File: config.mk
export PLATFORM = sky130hd
export DESIGN_NAME = akd_ctrl
export DESIGN_NICKNAME = d
export VERILOG_FILES = /design/src/sv/akd_pkg.sv /design/src/sv/akd_ctrl.sv
export SDC_FILE = /design/constraint.sdc
export NUM_CORES = 1
export LEC_CHECK = 0
export ABC_AREA = 1
export BUFFER_PORTS_ARGS = -buffer_cell sky130_fd_sc_hd__buf_2
export CORE_UTILIZATION = 41
export CTS_CLUSTER_DIAMETER = 100
export DETAILED_ROUTE_END_ITERATION = 8
export PLACE_DENSITY = 0.67
export REMOVE_ABC_BUFFERS = 1
export SYNTH_ARGS = -nofsm -noshare
export SYNTH_HDL_FRONTEND = slang
export SYNTH_SLANG_ARGS = --single-unit
File: constraint.sdc
create_clock -name clk -period 3.1 [get_ports clk]
set_clock_uncertainty 0.2 [all_clocks]
set_input_delay 0.155 -clock clk [delete_from_list [all_inputs] [get_ports clk]]
set_output_delay 0.155 -clock clk [all_outputs]
set_load 0.01 [all_outputs]
File: src/sv/akd_pkg.sv
// Shared types and constants for the ANOVA kernel block.
`timescale 1ns / 1ps
`default_nettype none

package akd_pkg;

  // Highest kernel degree that the coefficient store holds
  localparam int MAX_DEGREE = 8;

  // Counter width that holds 0..MAX_DEGREE, and index width into the store
  localparam int K_W   = $clog2(MAX_DEGREE + 1);
  localparam int IDX_W = (MAX_DEGREE > 1) ? $clog2(MAX_DEGREE) : 1;

  // Field widths
  localparam int FEAT_W = 16;
  localparam int DEG_W  = 4;
  localparam int COEF_W = 48;

  // Degree register value after reset
  localparam logic [DEG_W-1:0] DEG_RESET = 4'd2;

  // Arithmetic widths: |a|*|b| <= 2^30, magnitude of a coefficient <= 2^47
  localparam int FRAC_W = 24;
  localparam int PMAG_W = 2 * FEAT_W - 1;
  localparam int HALF_W = COEF_W - FRAC_W;
  localparam int LO_W   = PMAG_W + FRAC_W;
  localparam int HI_W   = PMAG_W + HALF_W;
  localparam int Q_W    = (LO_W > HI_W) ? LO_W : HI_W;
  localparam int TERM_W = COEF_W + 2;
  localparam int SUM_W  = COEF_W + 3;

  // 1.0 in Q23.24, rounding offset, and the term magnitude limit 2^48
  localparam logic signed [COEF_W-1:0] COEF_ONE = COEF_W'(1) << FRAC_W;
  localparam logic [LO_W-1:0]          RND_HALF = LO_W'(1) << (FRAC_W - 1);
  localparam logic [Q_W-1:0]           Q_LIM    = Q_W'(1) << COEF_W;

  // Input transaction
  typedef struct packed {
    logic signed [FEAT_W-1:0] feature_a;
    logic signed [FEAT_W-1:0] feature_b;
    logic                     last_element;
  } in_item_t;

  // Result transaction
  typedef struct packed {
    logic signed [COEF_W-1:0] kernel_value;
    logic                     saturated;
  } out_item_t;

  // Controller to datapath commands
  typedef struct packed {
    logic             load;       // take input pair, form |a*b|
    logic [IDX_W-1:0] rd_addr;    // coefficient store read address
    logic             abs_prev;   // take magnitude of e_{k-1}
    logic             unit_prev;  // e_{k-1} is the constant 1.0
    logic             mul_lo;     // low partial product, capture e_k
    logic             mul_hi;     // high partial product
    logic             scale;      // round, clamp and sign the term
    logic             acc;        // saturating add and write back
    logic [IDX_W-1:0] wr_addr;    // coefficient store write address
    logic             top;        // this write is e_d
    logic             emit;       // load result register, clear vector state
  } akd_cmd_t;

  // Datapath to controller status
  typedef struct packed {
    logic [K_W-1:0] deg_eff;      // clamped degree
    logic           last;         // current pair closes the vector
    logic           out_free;     // result register can take a value
  } akd_sts_t;

endpackage

`default_nettype wire

File: src/sv/akd_ctrl.sv
// Sequencer for the ANOVA kernel: walks k from d down to 1 per element pair.
`timescale 1ns / 1ps
`default_nettype none

module akd_ctrl (
  input  wire logic               clk,
  input  wire logic               rst,
  input  wire logic               in_valid,
  output      logic               in_stall,
  input  wire akd_pkg::akd_sts_t  sts,
  output      akd_pkg::akd_cmd_t  cmd
);
  import akd_pkg::*;

  typedef enum logic [2:0] {
    S_IDLE,
    S_RD_PREV,
    S_ABS,
    S_MUL_LO,
    S_MUL_HI,
    S_SCALE,
    S_ACC,
    S_EMIT
  } state_t;

  state_t         state;
  logic [K_W-1:0] k;
  logic [K_W-1:0] d;

  // Accept a pair only while idle
  assign in_stall = (state != S_IDLE);

  // Decode commands from state and degree counter
  always_comb begin
    cmd           = '0;
    cmd.rd_addr   = IDX_W'(k - K_W'(1));
    cmd.wr_addr   = IDX_W'(k - K_W'(1));
    cmd.unit_prev = (k == K_W'(1));
    cmd.top       = (k == d);
    unique case (state)
      S_IDLE:    cmd.load     = in_valid;
      S_RD_PREV: cmd.rd_addr  = IDX_W'(k - K_W'(2));
      S_ABS:     cmd.abs_prev = 1'b1;
      S_MUL_LO:  cmd.mul_lo   = 1'b1;
      S_MUL_HI:  cmd.mul_hi   = 1'b1;
      S_SCALE:   cmd.scale    = 1'b1;
      S_ACC:     cmd.acc      = 1'b1;
      S_EMIT:    cmd.emit     = sts.out_free;
      default:   cmd          = cmd;
    endcase
  end

  // Hold state, degree and counter
  always_ff @(posedge clk) begin
    if (rst) begin
      state <= S_IDLE;
      k     <= '0;
      d     <= '0;
    end else begin
      unique case (state)
        S_IDLE: begin
          if (in_valid) begin
            k     <= sts.deg_eff;
            d     <= sts.deg_eff;
            state <= S_RD_PREV;
          end
        end
        S_RD_PREV: state <= S_ABS;
        S_ABS:     state <= S_MUL_LO;
        S_MUL_LO:  state <= S_MUL_HI;
        S_MUL_HI:  state <= S_SCALE;
        S_SCALE:   state <= S_ACC;
        S_ACC: begin
          if (k == K_W'(1)) begin
            state <= sts.last ? S_EMIT : S_IDLE;
          end else begin
            k     <= k - K_W'(1);
            state <= S_RD_PREV;
          end
        end
        S_EMIT: begin
          if (sts.out_free) begin
            state <= S_IDLE;
          end
        end
        default: state <= S_IDLE;
      endcase
    end
  end

endmodule

`default_nettype wire

==> flow_results.org <==
** Final layout
- 0 antenna diodes ended up in the layout.
- Cells fill 57.3% of the core in the end.
- Number of nets in the layout :: 160
- Area growth from synthesis to layout :: 30.5%
- Leaving out filler cells and counting taps, the final layout contains 171.
- Of the cells placed in the final design, the portion with a size suffix greater than 1 is 29.5%.
- After routing the design area is 0.00100 mm^2.

** Placed design
- Port buffering added 24 buffers.
- The HPWL after detailed placement is 1.39 mm.
- Prior to clock tree synthesis, the placed netlist has a worst setup slack of 1.46 ns.
- GP Congestion :: 0.807
- In this run, placement finished with an instance count of 161.
- Summing all placed instances gives a cell area of 915 um^2.

** Global route
- Global routing finished with a remaining overflow of 0.
- Global router's overall resource usage :: 20.0%
- Entering global routing, the biggest net connects 9 pins.
- The number of global-route vias before repair came to 722.
- Antenna violations before repair :: 0
- The first global-routing pass estimated 2.93 mm of wire.

** Route
- After detailed routing, the average wire length per cell comes to 10.0 um.
- For this block, the initial DRC count from the detailed router was 22.
- The count of nets left with antenna violations once routing finished came out at 0.
- Detailed-routing iteration count for the pre-antenna-repair pass :: 4
- Total DRC errors in the routed layout :: 0
- Vias per Instance :: 4.77
- Detailed Route WL :: 1.72 mm
- Routed vias :: 816

** Synthesis
- After synthesis the netlist holds a flip-flop and latch count of 11.
- Gate count after technology mapping :: 113
- The synthesized design spends more area on one cell type than any other, namely dfxtp_1.
- After synthesis, flip-flops and latches occupy 28.7% of the total area.
- Largest cells by area after synthesis :: dfxtp_1 29%, nand2_1 16%, ha_1 6.5%, inv_1 5.9%, xor2_1 5.7%
- Synth Warn # :: 0
- Fraction of post-synthesis cell area in the top cell type by area :: 28.7%
- Count of unique library cells instantiated by Yosys :: 23
- Mean instance size in the synthesized netlist :: 6.79 um^2
- Cell Area, Synth :: 767 um^2

** Clock network
- Counting the buffers created by CTS gives 3.
- In this run the deepest clock path goes through 2 buffers.
- CTS root buf :: clkbuf_4
- Clock insertion delay at the later pin of the skew report :: 0.26 ns
- The clock drives 11 sinks.
- TritonCTS built the clock tree.
- Number of levels in the clock H-tree :: 1
- Clock-pin slew was measured on the worst setup and hold paths at 0.07 ns.
- Post-CTS Setup Inserts :: 0

** Floorplanning
- Initial Util :: 43.9%
- In this run the standard cell core region covers 0.00175 mm^2.
- Die footprint :: 0.00205 mm^2
- Row generation in the floorplan step produced 15 rows.
- Width of the chip :: 45.3 um
- I/O pin count :: 25
- In this run the vertical extent of the chip is 45.3 um.

** Worst setup path
- Setup crit start kind :: flop
- In this run the critical register-to-register path is launched from state[0].
- Path type of the worst setup path :: flop to output port
- Worst Path Required :: 2.74 ns
- Capturing point of the worst reg2reg path :: d[2]
- Timing endpoint of the critical path :: cmd[12]
- Worst R2R Setup Slack :: 1.22 ns
- Arrival time of the worst setup path :: 1.57 ns
- In this run the worst path has a maximum fanout of 6.
- For the worst flop-to-flop path, the logic depth is 6.
- Element type at the critical path end :: output port
- Critical path origin :: k[0]

** Pwr
- Total chip power :: 0.471 mW
- In this run the static leakage power is 0.534 nW.
- Peak supply drop :: 0.310 mV
- Ratio of total power to cell area :: 471 mW/mm^2

** Timing
- The final hold violation count is 0.
- Derived from the worst setup path, the maximum achievable clock frequency is 520 MHz.
- Count of endpoints failing setup in the final report :: 0
- Final count of pins violating max slew :: 0
- Hold Worst Slack :: 0.00850 ns
- The clock period could shrink to 1.92 ns.
- Once routing completed, OpenROAD measured the worst setup slack at 1.18 ns.
- For the pin with the worst max-slew slack, the measured transition is 0.315 ns.
- For the final routed database, the setup TNS stands at 0 ns.
- The worst path uses 62.1% of the clock period.
- Worst-case headroom to the max-slew limit :: 79.0%
- Setup repair after global routing missed its margin :: no

** Outcome
- The flow ran to the end, and the final reports show no timing, DRC or antenna violations.

** Job
- Max-cap violations :: 0

** Worst hold path
- The worst hold path belongs to the class primary input to flop.
worst min path at each step:
stage                      start       end  slack, ns  depth (start not counted)
after floorplan              rst      k[2]       0.02                          1
after global placement    sts[4]      d[2]       0.22                          3
after detailed placement  sts[4]      d[2]       0.23                          3
after CTS                 sts[1]  state[1]      0.009                          3
after global routing      sts[5]      d[3]      0.006                          3
final                     sts[5]      d[3]      0.008                          3
where the power goes:
group / total, mW / internal (mW) / leakage [nW] / switching, mW
combinational: 0.193 / 0.0813 / 0.429 / 0.112
clock: 0.0964 / 0.0498 / 0.0150 / 0.0466
sequential: 0.182 / 0.157 / 0.0903 / 0.0242
total: 0.471 / 0.288 / 0.534 / 0.183
Yosys cell counts:
cell	instances
a21oi_1	6
a21oi_2	2
a31oi_1	2
buf_1	1
dfxtp_1	11
ha_1	4
inv_1	12
inv_2	2
nand2_1	32
nand2_2	5
nand2_4	2
nand3_1	7
nand3_2	2
nand4_1	3
nor2_1	6
nor2_2	2
nor2_4	1
nor3_1	2
nor4_1	1
o21ai_0	1
o21ai_1	3
or2_1	1
xor2_1	5
registers in the layout (all words and copies together) (netlist names):
name,flops
k,4
state,3
d,4
placed cells by master (no fill, tap or decap):
cell type      Yosys  final
nand3_2            2      2
ha_1               4      4
nor3_1             2      2
nand3_1            7      7
nand2_1           32     32
a31oi_1            2      2
inv_2              2      2
nor2_2             2      2
nor4_1             1      1
o21ai_0            1      1
dfxtp_1           11     11
xor2_1             5      5
nor2_1             6      6
a21oi_2            2      2
clkbuf_4           0      3
nand2_2            5      5
inv_1             12     12
or2_1              1      1
nor2_4             1      1
nand4_1            3      3
dlygate4sd3_1      0      6
clkbuf_1           0      1
o21ai_1            3      3
nand2_4            2      2
a21oi_1            6      6
buf_2              0     24
logic make-up (layout without fill, tap and decap cells):
group	Yosys count	in the layout	share of synthesized area, %
buf+inv	15	48	7.34
flops	11	11	28.7
fa+ha+maj	4	4	6.53
compound gates	14	14	10.4
xor+xnor	5	5	5.71
simple gates	64	64	41.3
critical path, stage by stage, from the launching register on:
cell and delay, ns:
dfxtp_1 0.50, inv_1 0.12, ha_1 0.33, inv_1 0.08, nand2_1 0.05, o21ai_1 0.08
buf_2 0.15
metal layers:
metal | GRT usage [%] | up-vias | part of all wire, % | routed length [um]
li1 | - | 433 | - | -
met1 | 26.9 | 361 | 49 | 844
met2 | 31.0 | 20 | 47 | 801
met3 | 1.20 | 2 | 2.8 | 48
met4 | 12.7 | 0 | 1.1 | 19
met5 | 0 | - | 0 | 0
repair_timing:
item | 4_1_cts | 5_1_grt
hold endpoints to repair | 7 | 0
hold buffers | 6 | 0
resized for setup | 0 | 0
final cells by class:
class | instances | area (um^2)
Fill cell | 187 | 744
Multi-Input combinational cell | 87 | 490
Sequential cell | 11 | 220
Timing Repair Buffer | 30 | 180
Inverter | 14 | 52.6
Tap cell | 25 | 31.3
Clock buffer | 4 | 26.3
Note: power is estimated with default switching activity, not from simulation.
